<file path="src/hw/rtl/hru_pkg.sv">
// shared types, constants and functions of the half rgba unpremultiplier
package hru_pkg;

  localparam int HALF_W = 16;
  localparam int FLT_W  = 32;
  localparam int UN_W   = 8;

  localparam logic [FLT_W-1:0] ALPHA_EPS_BITS = 32'h358637BD;  // 1e-6 in binary32
  localparam logic [FLT_W-1:0] QNAN_CANON     = 32'h7FC00000;
  localparam logic [FLT_W-1:0] QUIET_BIT      = 32'h00400000;
  localparam logic [FLT_W-1:0] ONE_BITS       = 32'h3F800000;
  localparam logic [UN_W-1:0]  UNORM_MAX      = 8'hFF;

  // divider: 26 quotient bits spread over four stages, then a rounding stage
  localparam int DIV_STAGES    = 4;
  localparam int DIV_MAX_STEPS = 7;
  localparam int DIV_LAT       = DIV_STAGES + 1;
  localparam int UNORM_LAT     = 2;
  localparam int PIPE_DEPTH    = 1 + DIV_LAT + UNORM_LAT;

  typedef struct packed {
    logic [FLT_W-1:0] red;
    logic [FLT_W-1:0] green;
    logic [FLT_W-1:0] blue;
    logic [FLT_W-1:0] alpha;
  } flt_px_t;

  typedef struct packed {
    flt_px_t         flt;
    logic [UN_W-1:0] un_red;
    logic [UN_W-1:0] un_green;
    logic [UN_W-1:0] un_blue;
    logic [UN_W-1:0] un_alpha;
    logic            last;
  } out_word_t;

  typedef struct packed {
    logic             sign;
    logic [8:0]       exp;
    logic             special;
    logic [FLT_W-1:0] spec_val;
    logic [10:0]      mb;
    logic [11:0]      rem;
    logic [25:0]      quo;
  } div_st_t;

  function automatic int div_stage_steps(input int s);
    return (s < 2) ? 7 : 6;
  endfunction

  function automatic logic is_nan(input logic [FLT_W-1:0] b);
    return (&b[30:23]) && (|b[22:0]);
  endfunction

  function automatic logic [FLT_W-1:0] half_to_single(input logic [HALF_W-1:0] h);
    logic [FLT_W-1:0] res;
    logic [3:0]       p;
    logic [9:0]       m;
    logic [7:0]       e;
    p = 4'd0;
    for (int i = 0; i < 10; i++) begin
      if (h[i]) p = 4'(i);
    end
    // leading one moves to bit 10 and falls off the 10-bit field
    m = 10'(h[9:0] << (4'd10 - p));
    e = 8'd103 + {4'd0, p};
    if (h[14:10] == 5'd0) begin
      res = (h[9:0] == 10'd0) ? {h[15], 31'd0} : {h[15], e, m, 13'd0};
    end else if (h[14:10] == 5'h1F) begin
      res = {h[15], 8'hFF, h[9:0], 13'd0};
    end else begin
      res = {h[15], {3'd0, h[14:10]} + 8'd112, h[9:0], 13'd0};
    end
    return res;
  endfunction

  function automatic div_st_t div_step(input div_st_t st);
    div_st_t    o;
    logic       qb;
    logic [11:0] sub;
    o   = st;
    qb  = st.rem >= {1'b0, st.mb};
    sub = qb ? (st.rem - {1'b0, st.mb}) : st.rem;
    o.rem = {sub[10:0], 1'b0};
    o.quo = {st.quo[24:0], qb};
    return o;
  endfunction

  function automatic div_st_t div_run(input div_st_t st, input int n);
    div_st_t o;
    o = st;
    for (int i = 0; i < DIV_MAX_STEPS; i++) begin
      if (i < n) o = div_step(o);
    end
    return o;
  endfunction

endpackage

</file>
<file path="src/hw/rtl/hru_unorm.sv">
// binary32 to 8-bit unorm: clamp, scale by 255 in binary32, round half up
module hru_unorm (
  input  logic                      clk,
  input  logic                      en,
  input  logic [hru_pkg::FLT_W-1:0] flt,
  output logic [hru_pkg::FLT_W-1:0] flt_q,
  output logic [hru_pkg::UN_W-1:0]  unorm
);
  import hru_pkg::*;

  logic              sat;
  logic              zero;
  logic [23:0]       m;
  logic [31:0]       p;
  logic [24:0]       rnd;
  logic [32:0]       pr;
  logic [8:0]        sh;

  logic [FLT_W-1:0]  flt1_r;
  logic              sat1_r;
  logic              zero1_r;
  logic [32:0]       pr1_r;
  logic [5:0]        sh1_r;

  logic [32:0]       t;
  logic [10:0]       v;
  logic [UN_W-1:0]   unorm_nxt;
  logic [FLT_W-1:0]  flt2_r;
  logic [UN_W-1:0]   unorm2_r;

  always_comb begin
    sat  = !is_nan(flt) && !flt[31] && (flt[30:0] >= ONE_BITS[30:0]);
    sh   = 9'd150 - {1'b0, flt[30:23]};
    zero = is_nan(flt) || flt[31] || (flt[30:23] == 8'd0) || (sh > 9'd40);
    m    = {1'b1, flt[22:0]};
    p    = {m, 8'd0} - {8'd0, m};
    // product rounded back to 24 significant bits
    if (p[31]) begin
      rnd = {1'b0, p[31:8]} + {24'd0, p[7] & ((|p[6:0]) | p[8])};
      pr  = {rnd, 8'd0};
    end else begin
      rnd = {1'b0, p[30:7]} + {24'd0, p[6] & ((|p[5:0]) | p[7])};
      pr  = {1'b0, rnd, 7'd0};
    end
  end

  always_ff @(posedge clk) begin
    if (en) begin
      flt1_r   <= flt;
      sat1_r   <= sat;
      zero1_r  <= zero;
      pr1_r    <= pr;
      sh1_r    <= sh[5:0];
      flt2_r   <= flt1_r;
      unorm2_r <= unorm_nxt;
    end
  end

  always_comb begin
    t = pr1_r >> (sh1_r - 6'd1);
    v = {1'b0, t[9:0]} + 11'd1;
    if (sat1_r) begin
      unorm_nxt = UNORM_MAX;
    end else if (zero1_r) begin
      unorm_nxt = '0;
    end else if (v[10:1] > 10'd255) begin
      unorm_nxt = UNORM_MAX;
    end else begin
      unorm_nxt = v[8:1];
    end
  end

  assign flt_q = flt2_r;
  assign unorm = unorm2_r;
endmodule

</file>
<file path="config.mk">
export PLATFORM = sky130hd
export DESIGN_NAME = hru_unorm
export DESIGN_NICKNAME = d
export VERILOG_FILES = /design/src/hw/rtl/hru_pkg.sv /design/src/hw/rtl/hru_unorm.sv
export SDC_FILE = /design/constraint.sdc
export NUM_CORES = 1
export LEC_CHECK = 0
export ABC_AREA = 1
export BUFFER_PORTS_ARGS = -buffer_cell sky130_fd_sc_hd__buf_2
export CELL_PAD_IN_SITES_DETAIL_PLACEMENT = 0
export CELL_PAD_IN_SITES_GLOBAL_PLACEMENT = 1
export CORE_UTILIZATION = 45
export DETAILED_ROUTE_END_ITERATION = 8
export MAX_ROUTING_LAYER = met4
export PLACE_DENSITY_LB_ADDON = 0.1
export SLEW_MARGIN = 20
export SYNTH_ARGS = -nofsm -noshare
export SYNTH_HDL_FRONTEND = slang
export SYNTH_SLANG_ARGS = --single-unit
</file>
<file path="constraint.sdc">
create_clock -name clk -period 3.7 [get_ports clk]
set_input_delay 0.925 -clock clk [delete_from_list [all_inputs] [get_ports clk]]
set_output_delay 0.925 -clock clk [all_outputs]
set_load 0.005 [all_outputs]
</file>
[Word-level counts from Yosys, hierarchy flattened]
Cells that the tools add are included.
Word-level totals
  flip-flop bits (word level): 113
  bits in latches: 0
  memory bits (writable): 0
  bits in read-only memories: 0
  input bits: 34
  word-level logic and storage cells: 39
  memories: 0
Operators by class
  add/sub/neg operators: 6
  $mul: 0
  divide/modulo/power cells: 0
  $lt $le $gt $ge: 3
  equality and inequality tests: 0
  shifts and indexed selects: 1
  mux-type cells: 3
  bitwise logic cells: 4
  reductions and logical operators: 13
Operators by type and width (count)
  $add A24 B1 Y25: 2
  $shr A33 B6 Y10: 1
  $mux W32: 1
  $sub A32 B24 Y32: 1
  $ge A31 B30 Y1 const B: 1
  $reduce_or A23 Y1: 1
  $mux W8: 2
  $add A10 B1 Y11 const B: 1
  $gt A10 B8 Y1 const B: 1
  $gt A9 B6 Y1 const B: 1
  $sub A8 B8 Y9 const A: 1
  $logic_not A8 Y1: 1
  $reduce_and A8 Y1: 1
  $reduce_or A7 Y1: 1
  $reduce_or A6 Y1: 1
  $sub A6 B1 Y6 const B: 1
  $logic_and A1 B1 Y1: 3
  $logic_or A1 B1 Y1: 3
  $and A1 B1 Y1: 2
  $logic_not A1 Y1: 2
  $or A1 B1 Y1: 2

[Logic depth before layout (Yosys ltp)]
  word-level depth: 6
  gate-level depth with buffers: 25
  mapped depth without buffers: 21

[Least setup slack after synthesis]
Ideal clock, no wire load.
  path type: input to register
  from: input flt[0] in the netlist's numbering
  to: register pr1_r[29], data pin
  library setup time: 0.249 ns
  arrival time: 2.781 ns
  data required time: 3.451 ns
  slack: 0.670 ns
  stages: 20
  path through: nor3_1 nand2_1 nor3_1 nor2_1 nor2_1 nand2_1 nand2_1 nand2_1 inv_1 ha_1 ha_1 inv_1 nand3_1 nand2_1 nor2_4 nand3_1 nor2_1 nand3_1 nand2_1 inv_1
Between the ends
  cells in the longest elaborated chain, start to end: 6
Ends and longest elaborated chain
  start: declaration: RTL line hru_unorm.sv:5  | input logic [hru_pkg::FLT_W-1:0] flt,
  $sub A32 B24 Y32 *: RTL line hru_unorm.sv:36  | p = {m, 8'd0} - {8'd0, m};
  $reduce_or A7 Y1 or $reduce_or A6 Y1 (tied branches): RTL line hru_unorm.sv:39, hru_unorm.sv:42
  $or A1 B1 Y1 (on tied branches): RTL line hru_unorm.sv:39, hru_unorm.sv:42
  $and A1 B1 Y1 (on tied branches): RTL line hru_unorm.sv:39, hru_unorm.sv:42
  $add A24 B1 Y25 (on tied branches): RTL line hru_unorm.sv:39, hru_unorm.sv:42
  $mux W32 *: RTL line hru_unorm.sv:38  | if (p[31]) begin
  via pr[29]: RTL line hru_unorm.sv:16  | logic [32:0] pr;
  end signal: assignment: RTL line hru_unorm.sv:52  | pr1_r <= pr;
  end: declaration: RTL line hru_unorm.sv:22  | logic [32:0] pr1_r;
Mark *: on every way through the listed nets, which the timed path passes. The rest lies on a longest branch.
A chain may end at the register's enable or synchronous reset.

[Worst setup path in the final report]
  from: input flt[18] in the netlist's numbering
  to: register pr1_r[20], data pin
Between the ends
  cells in the longest elaborated chain, start to end: 3
Ends and longest elaborated chain (RTL line)
  $sub A32 B24 Y32 *: hru_unorm.sv:36
  $add A24 B1 Y25 (on tied branches): hru_unorm.sv:42, hru_unorm.sv:39
  $mux W32 *: hru_unorm.sv:38
  via pr[20]: hru_unorm.sv:16
Marked as above.

==> run metrics <==
outcome finished clean; core box area 16700 um^2; worst skew pair latency between 0.3 and 0.4 ns; via count about 7000; number of global-route vias before repair just under 7000; crit path launch type input pin; CTS H-tree depth 3; max_slew headroom approximately 57%; remaining antenna violation count 0; antenna violations before repair 0; setup repair bufs after CTS 0; root cell of the clock tree clkbuf_16; LEAKAGE between 4 and 5 nW; worst vdd ir between 200 and 250 uV; Multi-input gate area between 3000 and 4000 um^2; Period minus WS final 3.44 ns; r2r setup slk ~0.38 ns; Reg area ~3200 um^2; placed insts about 1300; die area 17700 um^2; Hold Buf Count CTS 0; CTS Buf Count 9; Cell variety after synth between 40 and 50; largest net degree at the start of global routing between 50 and 60; CP bufs+invs 3; Die Height approximately 130 um; post-DP HPWL 18000 um; Ys Warns 0; fin area 8750 um^2; Final Power around 3.7 mW; share of the synthesized area in the top cell type ~40%; reg2reg path depth 20; Starting Density a little under half; cell repeated most along the worst path nand2_1; Reg-to-Reg End unorm[0]; Cells after Synth 1014; Critical Path Sink Type flip-flop; period utilisation layout between 90% and 100%; crit path from flt[18]; total track usage between 20 and 30%; measured slew at the worst slew-check pin about 0.65 ns; drt pass-1 iters 5; Final #Nets 1165; Fill cells 1667; I/O pins 74; row count 47; CTS Buffer Depth 2; Max FO, Critical Path 7; setup_tns 0 ns; clk_skew about 0.014 ns; Max Cap Violations 0; hold wc startpoint flt1_r[0]; # DRC 0; Clock Sinks roughly 110; crit path DAT between 3 and 4 ns; Core Util, Final 52.4%; CTS resizes 0; FMAX approximately 290 MHz; Routability Congestion between 0.9 and 1; RSZ-0062 raised after global routing no; non-filler instance count after layout ~1300; area leader, netlist edfxtp_1; width of the die about 130 um; hold-critical path depth 0; drt via density approximately 5.2; critical path class in -> reg; Hold WC Path Type reg -> reg; FF-to-FF Start flt1_r[23]; ranking of synthesized cells by area edfxtp_1 41%, nand2_1 17%, nand3_1 9.0%; Setup violations, final 0; syn_area_per_cell ~7.6 um^2; first-pass GRT wire length around 35000 um; PortBufs 73; Yosys reg bits around 110; worst-path cell chain buf_2 -> inv_1 -> ha_1 -> a21oi_1 -> o21ai_0 -> nand2_1 -> nand2_1 -> a21oi_1 -> nand2_4 -> inv_2 -> nand2_1 -> nand2_2 -> nand2_1 -> nor3_4 -> xor2_1; Area Growth Syn to Fin 13.1%; CTS tree done; critical path's slowest cell ha_1; fraction of layout cells with a size suffix above 1 around 17%; WP data required 3.87 ns; critical path's top delay family simple AND/OR/NAND/NOR gates; Clk pin slew, worst setup/hold paths 0.09 ns; pwr/cell area 420 nW/um^2; placed inst area roughly 8400 um^2; Slew Limit Fails 0; WHS Endpoint flt_q[0]; GRT Residual Overflow 0; Seq/Total Area, Yosys between 40% and 50%; ANT cells 0; slowest stage delay, CP between 0.3 and 0.4 ns; Syn Std Cell Area 7730 um^2; routed length per placed instance 16.6 um; Fin. Hold Viols 0; Detailed Route WL between 20000 and 25000 um; initial DRC count 570; Syn Nets between 1000 and 1500
[registers in the layout (all words and copies together) (netlist names)]
register  flops
flt_q        32
flt1_r       32
zero1_r       1
pr1_r        26
sat1_r        1
unorm         8
sh1_r         5
[worst max-delay path by stage]
stage / slack, ns / cells after the start / to
6_report: 0.26 / 15 / pr1_r[20]
5_1_grt: 0.06 / 20 / unorm[0]
4_1_cts: 0.31 / 15 / pr1_r[20]
3_5_place_dp: -0.07 / 17 / pr1_r[28]
3_3_place_gp: -0.17 / 15 / pr1_r[20]
2_1_floorplan: 0.67 / 20 / pr1_r[29]
[layout by cell type, fill, tap and decap left out, types with 10 or more instances in the layout]
cell      instances
buf_4            31
nor2_2           10
nand4_1          17
edfxtp_1        105
o21ai_0          19
xor2_1           22
ha_1             23
a21oi_1          33
inv_1            94
xnor2_1          10
nand2_2          22
buf_2            72
nor2_1           82
nand3_1         139
nand2_1         343
[cell type report]
type,instances,share of cell area [%]
tap,220,3.15
sequential,105,36.0
multi-input combinational,784,45.6
timing repair buffer,104,7.01
inverter,104,4.61
clock inverter,7,0.987
clock buffer,9,2.57
[cell usage after synthesis (all sizes together)]
library cell and instances:
edfxtp 105, and2 3, nor4 4, nor2 101, a31oi 2, a21boi 2
ha 23, o21a 1, inv 102, xor2 24, buf 21, nand2 371
o21ai 24, xnor2 10, nor3 12, nand3 145, nand4 17, clkinv 2
nand3b 7, nor3b 2, o21bai 2, a21oi 34
[metal layers]
metal	global-route usage (%)	up-vias	wire length [um]
li1	-	3540	-
met1	32.6	3168	9710
met2	44.2	194	10600
met3	4.30	48	1060
met4	11.0	0	791
met5	-	-	0
[kinds of logic (layout without fill, tap and decap cells)]
kind of cell,Yosys count,count (layout),synth area share (%)
buffers and inverters,125,224,7.62
DFF,105,105,40.8
adders and majority gates,23,23,3.72
xor gates and xnor gates,34,34,4.04
and+or+nand+nor,662,662,39.3
AOI/OAI and AO/OA,65,65,4.50
[per-stage QoR]
stage,hold WS (ns),worst slack [ns]
global placement,0.401,-0.174
detailed placement,0.405,-0.0713
finish,0.410,0.265
floorplan,0.400,0.670
CTS,0.409,0.306
global route,0.420,0.0581
[report_power, final]
part           switching (mW)  internal (mW)  leakage, nW
combinational           0.795          0.389         2.85
clock                   0.500          0.493        0.153
sequential             0.0535           1.44         1.03
total                    1.35           2.33         4.03
Power figures use the tool's default switching activity.
