### config.mk
export PLATFORM = sky130hd
export DESIGN_NAME = hru_expand
export DESIGN_NICKNAME = d
export VERILOG_FILES = /design/src/hw/rtl/hru_pkg.sv /design/src/hw/rtl/hru_expand.sv
export SDC_FILE = /design/constraint.sdc
export NUM_CORES = 1
export LEC_CHECK = 0
export BUFFER_PORTS_ARGS = -buffer_cell sky130_fd_sc_hd__buf_4
export CAP_MARGIN = 40
export CORE_ASPECT_RATIO = 0.7
export CORE_MARGIN = 2
export CORE_UTILIZATION = 51
export CTS_CLUSTER_SIZE = 28
export DETAILED_ROUTE_END_ITERATION = 12
export GPL_TIMING_DRIVEN = 0
export PLACE_DENSITY = 0.89
export SYNTH_ARGS = -nofsm -noshare
export SYNTH_HDL_FRONTEND = slang
export SYNTH_SLANG_ARGS = --single-unit
### constraint.sdc
create_clock -name clk -period 5.2 [get_ports clk]
set_input_delay 1.04 -clock clk [delete_from_list [all_inputs] [get_ports clk]]
set_output_delay 1.04 -clock clk [all_outputs]
set_load 0.005 [all_outputs]
### src/hw/rtl/hru_pkg.sv
// shared types, constants and functions of the half rgba unpremultiplier
package hru_pkg;

  localparam int HALF_W = 16;
  localparam int FLT_W  = 32;
  localparam int UN_W   = 8;

  localparam logic [FLT_W-1:0] ALPHA_EPS_BITS = 32'h358637BD;  // 1e-6 in binary32
  localparam logic [FLT_W-1:0] QNAN_CANON     = 32'h7FC00000;
  localparam logic [FLT_W-1:0] QUIET_BIT      = 32'h00400000;
  localparam logic [FLT_W-1:0] ONE_BITS       = 32'h3F800000;
  localparam logic [UN_W-1:0]  UNORM_MAX      = 8'hFF;

  // divider: 26 quotient bits spread over four stages, then a rounding stage
  localparam int DIV_STAGES    = 4;
  localparam int DIV_MAX_STEPS = 7;
  localparam int DIV_LAT       = DIV_STAGES + 1;
  localparam int UNORM_LAT     = 2;
  localparam int PIPE_DEPTH    = 1 + DIV_LAT + UNORM_LAT;

  typedef struct packed {
    logic [FLT_W-1:0] red;
    logic [FLT_W-1:0] green;
    logic [FLT_W-1:0] blue;
    logic [FLT_W-1:0] alpha;
  } flt_px_t;

  typedef struct packed {
    flt_px_t         flt;
    logic [UN_W-1:0] un_red;
    logic [UN_W-1:0] un_green;
    logic [UN_W-1:0] un_blue;
    logic [UN_W-1:0] un_alpha;
    logic            last;
  } out_word_t;

  typedef struct packed {
    logic             sign;
    logic [8:0]       exp;
    logic             special;
    logic [FLT_W-1:0] spec_val;
    logic [10:0]      mb;
    logic [11:0]      rem;
    logic [25:0]      quo;
  } div_st_t;

  function automatic int div_stage_steps(input int s);
    return (s < 2) ? 7 : 6;
  endfunction

  function automatic logic is_nan(input logic [FLT_W-1:0] b);
    return (&b[30:23]) && (|b[22:0]);
  endfunction

  function automatic logic [FLT_W-1:0] half_to_single(input logic [HALF_W-1:0] h);
    logic [FLT_W-1:0] res;
    logic [3:0]       p;
    logic [9:0]       m;
    logic [7:0]       e;
    p = 4'd0;
    for (int i = 0; i < 10; i++) begin
      if (h[i]) p = 4'(i);
    end
    // leading one moves to bit 10 and falls off the 10-bit field
    m = 10'(h[9:0] << (4'd10 - p));
    e = 8'd103 + {4'd0, p};
    if (h[14:10] == 5'd0) begin
      res = (h[9:0] == 10'd0) ? {h[15], 31'd0} : {h[15], e, m, 13'd0};
    end else if (h[14:10] == 5'h1F) begin
      res = {h[15], 8'hFF, h[9:0], 13'd0};
    end else begin
      res = {h[15], {3'd0, h[14:10]} + 8'd112, h[9:0], 13'd0};
    end
    return res;
  endfunction

  function automatic div_st_t div_step(input div_st_t st);
    div_st_t    o;
    logic       qb;
    logic [11:0] sub;
    o   = st;
    qb  = st.rem >= {1'b0, st.mb};
    sub = qb ? (st.rem - {1'b0, st.mb}) : st.rem;
    o.rem = {sub[10:0], 1'b0};
    o.quo = {st.quo[24:0], qb};
    return o;
  endfunction

  function automatic div_st_t div_run(input div_st_t st, input int n);
    div_st_t o;
    o = st;
    for (int i = 0; i < DIV_MAX_STEPS; i++) begin
      if (i < n) o = div_step(o);
    end
    return o;
  endfunction

endpackage

### src/hw/rtl/hru_expand.sv
// binary16 to binary32 expansion of one pixel and the alpha threshold test
module hru_expand (
  input  logic                       clk,
  input  logic                       en,
  input  logic [hru_pkg::HALF_W-1:0] half_red,
  input  logic [hru_pkg::HALF_W-1:0] half_green,
  input  logic [hru_pkg::HALF_W-1:0] half_blue,
  input  logic [hru_pkg::HALF_W-1:0] half_alpha,
  output hru_pkg::flt_px_t           px_q,
  output logic                       alpha_ok_q
);
  import hru_pkg::*;

  flt_px_t px_nxt;
  logic    alpha_ok_nxt;
  flt_px_t px_r;
  logic    alpha_ok_r;

  always_comb begin
    px_nxt.red   = half_to_single(half_red);
    px_nxt.green = half_to_single(half_green);
    px_nxt.blue  = half_to_single(half_blue);
    px_nxt.alpha = half_to_single(half_alpha);
    // positive, not nan and above the epsilon: plain unsigned compare of the bits
    alpha_ok_nxt = !is_nan(px_nxt.alpha) && !px_nxt.alpha[31] &&
                   (px_nxt.alpha[30:0] > ALPHA_EPS_BITS[30:0]);
  end

  always_ff @(posedge clk) begin
    if (en) begin
      px_r       <= px_nxt;
      alpha_ok_r <= alpha_ok_nxt;
    end
  end

  assign px_q       = px_r;
  assign alpha_ok_q = alpha_ok_r;
endmodule

; After elaboration in Yosys (flattened, before gate mapping)
; Index checks and enable logic that the tools add are counted.
; W data, S select, Z words.
[classes]
magnitude_cmp = 1
shift = 4
muxes = 48
reduce_logical = 15
add_sub_neg = 12
n_eq_ne = 4
[ops]
columns = operator, count
row1 = $mux W31, 12
row2 = $mux W4, 32
row3 = $logic_not A10 Y1, 4
row4 = $shl A10 B4 Y10, 4
row5 = $add A5 B7 Y8 const B, 4
row6 = $add A7 B4 Y8 const A, 4
row7 = $gt A31 B30 Y1 const B, 1
row8 = $reduce_or A23 Y1, 1
row9 = $eq A5 B5 Y1 const B, 4
row10 = $logic_not A5 Y1, 4
row11 = $sub A4 B4 Y4 const A, 4
row12 = $reduce_and A8 Y1, 1
row13 = $mux W1, 4
row14 = $logic_and A1 B1 Y1, 3
row15 = $logic_not A1 Y1, 2
[word_totals]
out_inout_bits = 129
inputBits = 66
ff_bits = 129

; Longest topological paths before layout
; Gate-level depths: netlist of the first run.
[logic_depth]
word_depth = 18
ltp_mapped = 16
mapped_depth_nobuf = 13

; Worst setup path after synthesis of the first run
; OpenSTA, ideal clock, no wires.
[synth_timing]
path_kind = input -> register
start = in half_alpha[9] (netlist name)
end = reg alpha_ok_r (netlist: alpha_ok_q) (data pin)
cell_stages = 15
required_ns = 4.941
slack_ns = 0.960
arrival_ns = 3.981
cell_sequence = clkbuf_8 or2_2 o21ai_4 and2_0 clkbuf_4 inv_1 ha_1 nor3_1 or4_1 buf_6 a221oi_2 a221o_1 or3_1 o311a_1 a211o_1
[synth_rtl]
columns = element, line
row1 = "start, declared", hru_expand.sv:8  ; input logic [hru_pkg::HALF_W-1:0] half_alpha,
row2 = "end signal, assigned", hru_expand.sv:32  ; alpha_ok_r <= alpha_ok_nxt;
row3 = "end, declared", hru_expand.sv:17  ; logic alpha_ok_r;

==> results of run 1 <==
-- cell usage after synthesis, types with 3 or more instances --
master,instances,area (um2)
or3_1,6,37.5
a311oi_1,4,35.0
o31ai_1,14,105
nand4_1,7,43.8
edfxtp_1,73,2190
a21o_2,3,26.3
or4_1,4,30.0
o21ai_0,43,215
a22o_1,3,26.3
inv_2,3,11.3
buf_6,4,45.0
o21a_1,3,22.5
o221ai_1,6,52.6
nand2b_1,9,56.3
or2_2,4,25.0
nor4_1,4,25.0
o211ai_1,7,52.6
o21bai_1,5,37.5
a21o_1,8,60.1
a211oi_1,8,60.1
clkbuf_1,13,48.8
buf_4,57,428
nand3_1,7,35.0
o22ai_1,6,37.5
nand2_1,49,184
clkbuf_8,4,55.1
xnor2_1,7,61.3
o31a_1,3,26.3
nor2_1,39,146
a221o_1,5,50.1
inv_1,26,97.6
ha_1,8,100
a32oi_1,4,35.0
nor2b_1,14,87.6
a21oi_1,19,95.1
a31oi_1,7,43.8
nor3_1,15,75.1
and2_1,7,43.8
mux2i_1,34,340
-- sequential cells by signal (all words and copies together), names as in the netlist --
register,flops
px_q,72
alpha_ok_q,1
-- final timing paths --
| kind | startpoint | to | cells after the start |
|---|---|---|---|
| worst max-delay path | half_alpha[6] | alpha_ok_q | 14 |
| worst min-delay path | half_blue[15] | px_q[63] | 1 |
-- area by class of cell --
type / count / area, um2
sequential: 73 / 2190
clock inverter: 7 / 77.6
clock buffer: 9 / 225
buffer: 80 / 588
multi-input combinational: 447 / 2780
tap: 132 / 165
inverter: 29 / 109
fill: 807 / 3210
timing repair buffer: 138 / 1050
-- through the flow --
step | hold slack [ns] | power, mW
detailed placement | 1.22 | 1.19
floorplan | 1.14 | 0.986
global placement | 1.22 | 1.18
global route | 0.863 | 1.90
CTS | 0.868 | 1.83
finish | 0.876 | 1.83
-- report_power, final --
part | switching, mW | internal, mW
combinational | 0.252 | 0.223
clock | 0.256 | 0.376
sequential | 0.0154 | 0.705
-- logic make-up (layout without fill, tap and decap cells) --
logic type | Yosys count | count (layout)
and+or+nand+nor | 178 | 178
AOI/OAI and AO/OA | 168 | 168
buffers and inverters | 109 | 263
DFF | 73 | 73
muxes | 34 | 34
adders and majority gates | 8 | 8
xor gates and xnor gates | 7 | 7
other | 1 | 52
-- worst max-delay path, stage by stage --
cell      delay [ns]
buf_4           0.12
buf_6           0.13
nor2_1          0.33
o211ai_2        0.26
and2_0          0.21
clkbuf_4        0.17
ha_1            0.37
clkbuf_1        0.46
o211ai_1        0.18
o31ai_1         0.17
o221ai_1        0.25
or3_1           0.38
o311a_1         0.34
a211o_1         0.27
-- per-layer routing --
metal	vias up	wire [um]
met5	-	0
met3	38	1880
li1	2461	-
met4	0	272
met1	2472	6750
met2	420	7160
==> impl_metrics.env, run 1 <==
export IMPL_initial_core_util_pct=52.7
export IMPL_required_ns=5.29
export IMPL_clk_pin_slew_ns=0.07
export IMPL_drcViolationCount=0
export IMPL_setup_viol=0
export IMPL_worstHoldPathType="input port to flop"
export IMPL_place_ws_ns=0.436
export IMPL_rows=31
export IMPL_power_density_nw_per_um2=254
export IMPL_grt_start_max_net_pins=74
export IMPL_timing_final_crit_share_pct=88.3
export IMPL_irDropWorstVdd_mv=0.158
export IMPL_grt_busiest_layer="met2"
export IMPL_fmax_mhz=218
export IMPL_wire_per_inst_um=17.6
export IMPL_grtUsageMet2_pct=42.0
export IMPL_antenna_found_initial=0
export IMPL_cts_resized_gates=0
export IMPL_placed_cells=898
export IMPL_n_antenna_cell=0
export IMPL_via_count=5391
export IMPL_track_usage_pct=27.3
export IMPL_ant_nets=0
export IMPL_grt_pass1_vias=5022
export IMPL_cts_tree="built"
export IMPL_grtUsageMet1_pct=38.9
export IMPL_wl_mm=16.1
export IMPL_synth_simple_area_share_pct=16.6
export IMPL_post_dp_cell_area_um2=6860
export IMPL_drive_gt1_share_pct=31.3
export IMPL_clockRootBuffer="clkbuf_16"
export IMPL_core_um2=10400
export IMPL_fin_area_um2=7190
export IMPL_met3_usage_pct=6.10
export IMPL_fin_setup_tns_ns=0
export IMPL_synthXorXnorAreaFrac_pct=1.12
export IMPL_worstPathMaxFanout=10
export IMPL_overflow=0
export IMPL_synth_ff_type="edfxtp_1"
export IMPL_final_common_cell="buf_4"
export IMPL_worstMarginPinSlew_ns=0.828
export IMPL_cts_hold_buffers=0
export IMPL_postCtsSetupRepairBufs=0
export IMPL_min_period_ns=4.59
export IMPL_dieArea_um2=11600
export IMPL_maxSlewViolCount=0
export IMPL_final_cell_mix="buf_4, edfxtp_1, conb_1"
export IMPL_die_w_um=128
export IMPL_io_buffers=134
export IMPL_maxCapViolCount=0
export IMPL_fin_ws_ns=0.606
export IMPL_vias_per_cell=5.89
export IMPL_synthMuxAreaShare_pct=6.21
export IMPL_cp_end_kind="flop"
export IMPL_synth_edf_count=73
export IMPL_final_cells=915
export IMPL_area_growth_pct=31.2
export IMPL_drt_iter0_markers=692
export IMPL_relSlewSlack_pct=44.4
export IMPL_synth_seq_cells=73
export IMPL_synth_top_family_by_area="compound AO/OA/AOI/OAI gates"
export IMPL_ys_async_sr_fraction_pct=0
export IMPL_criticalPathCategory="input port to flop"
export IMPL_seq_area_frac_synth_pct=40.0
export IMPL_leakage_nw=3.21
export IMPL_gp_congestion=0.975
export IMPL_synth_compound_area_share_pct=21.5
export IMPL_critPathLaunchType="input port"
export IMPL_final_nets=852
export IMPL_ys_warn_count=0
export IMPL_avgSynthCellArea_um2=9.48
export IMPL_syn_cell_area_um2=5480
export IMPL_h_tree_depth=3
export IMPL_dpl_hpwl_mm=12.0
export IMPL_io_pins=195
export IMPL_finish_utilization_pct=69.1
export IMPL_final_hold_viol_count=0
export IMPL_cts_buffer_depth=2
export IMPL_rsz0062_at_grt="no"
export IMPL_syn_inst=578
export IMPL_synth_fa_ha_area_share_pct=1.83
export IMPL_drt_first_pass_iters=5
export IMPL_cts_num_sinks=73
export IMPL_outcome="complete, no violations"
export IMPL_crit_arrival_ns=4.68
export IMPL_fp_dieH_um=90.7
export IMPL_synth_distinct_cells=69
export IMPL_cts_buffers_inserted=9
export IMPL_grt_pass1_wl_mm=25.4
(Power assumes the default switching activity.)
==> run 2: changes to the inputs <==
- CORE_UTILIZATION: 51 -> 40
- PLACE_DENSITY: 0.89 -> 0.73
==> impl_metrics.env, run 2 (synthesis results as in run 1) <==
export IMPL_seqCellArea_um2=2190
export IMPL_worstMarginPinSlew_ns=0.868
export IMPL_rsz0062_at_grt="no"
export IMPL_cts_num_sinks=73
export IMPL_outcome="complete, no violations"
export IMPL_dieArea_um2=14700
export IMPL_critPathTopFamily="compound AO/OA/AOI/OAI gates"
export IMPL_grt_pass1_wl_mm=24.2
export IMPL_timing_final_crit_share_pct=90.8
export IMPL_maxCapViolCount=0
export IMPL_final_nets=852
export IMPL_criticalPathCategory="input port to flop"
export IMPL_power_density_nw_per_um2=247
export IMPL_critPathLaunchType="input port"
export IMPL_h_tree_depth=3
export IMPL_drcViolationCount=0
export IMPL_grt_start_max_net_pins=45
export IMPL_vias_per_cell=5.43
export IMPL_cts_tree="built"
export IMPL_fp_dieH_um=102
export IMPL_dpl_hpwl_mm=12.5
export IMPL_cp_num_buf_inv=4
export IMPL_setup_viol=0
export IMPL_worstPathMaxFanout=10
export IMPL_antenna_found_initial=0
export IMPL_clockRootBuffer="clkbuf_16"
export IMPL_drt_iter0_markers=568
export IMPL_cts_buffer_depth=2
export IMPL_wire_per_inst_um=16.6
export IMPL_gp_congestion=0.931
export IMPL_grt_pass1_vias=4645
export IMPL_cp_end_kind="flop"
export IMPL_ant_nets=0
export IMPL_finish_utilization_pct=54.6
export IMPL_cts_hold_buffers=0
export IMPL_fin_setup_tns_ns=0
export IMPL_overflow=0
export IMPL_via_count=5261
export IMPL_cts_resized_gates=0
export IMPL_drive_gt1_share_pct=31.3
export IMPL_track_usage_pct=20.9
export IMPL_io_buffers=134
export IMPL_largest_reg_flops=72
export IMPL_cts_buffers_inserted=9
export IMPL_area_growth_pct=32.2
export IMPL_initial_core_util_pct=41.3
export IMPL_final_cell_mix="buf_4, edfxtp_1, conb_1"
export IMPL_required_ns=5.28
export IMPL_cpMaxStageDelayCell="clkbuf_1"
export IMPL_fillerInstances=1201
export IMPL_multi_input_area_um2=2780
export IMPL_rows=35
export IMPL_drt_first_pass_iters=5
export IMPL_worstHoldPathType="input port to flop"
export IMPL_fmax_mhz=212
export IMPL_wl_mm=16.1
export IMPL_clk_pin_slew_ns=0.06
export IMPL_irDropWorstVdd_mv=0.144
export IMPL_final_common_cell="buf_4"
export IMPL_relSlewSlack_pct=41.7
export IMPL_postCtsSetupRepairBufs=0
export IMPL_maxSlewViolCount=0
export IMPL_min_period_ns=4.72
export IMPL_leakage_nw=3.20
export IMPL_cp_cell_sequence="buf_4, buf_6, nor2_1, o211ai_2, and2_0, clkbuf_4, ha_1, clkbuf_1, o211ai_1, o31ai_1, o221ai_1, or3_1, o311a_1, a211o_1"
export IMPL_die_w_um=144
export IMPL_core_um2=13300
export IMPL_cpPeakStageDelay_ns=0.48
export IMPL_p_total_mw=1.79
export IMPL_final_hold_viol_count=0
export IMPL_n_antenna_cell=0
export IMPL_crit_arrival_ns=4.80
export IMPL_io_pins=195
-- run 2: stage by stage --
step           hold slack (ns)  setup WS [ns]  area (um2)  cells
2_1_floorplan             1.14          0.960        5670    629
3_3_place_gp              1.22          0.255        6910    948
3_5_place_dp              1.22          0.330        6960    952
4_1_cts                  0.864          0.663        7240    968
5_1_grt                  0.863          0.353        7240    968
6_report                 0.882          0.478        7240    968
-- run 2: per-layer routing --
layer | wire [um] | global-route usage (%)
met5 | 0 | 0
met4 | 245 | 5.88
met3 | 1870 | 4.97
met2 | 6560 | 29.2
met1 | 7410 | 32.0
-- run 2: path summary, 6_finish.rpt --
path / start / end / cells after the start
hold / removal: half_blue[15] / px_q[63] / 1
setup / recovery: half_alpha[6] / alpha_ok_q / 14
-- run 2: power by group --
group | internal, mW | leakage (nW) | total, mW | switching (mW)
registers | 0.705 | 0.714 | 0.721 | 0.0160
clock network | 0.331 | 0.131 | 0.589 | 0.258
logic | 0.224 | 2.35 | 0.478 | 0.254
total | 1.26 | 3.20 | 1.79 | 0.528
-- run 2: cell type report --
cell class	count	area share (%)
Buffer	80	8.12
Clock inverter	7	0.829
Clock buffer	9	3.11
Tap cell	185	3.20
Sequential cell	73	30.3
Timing Repair Buffer	138	14.6
Multi-Input combinational cell	447	38.4
Inverter	29	1.50
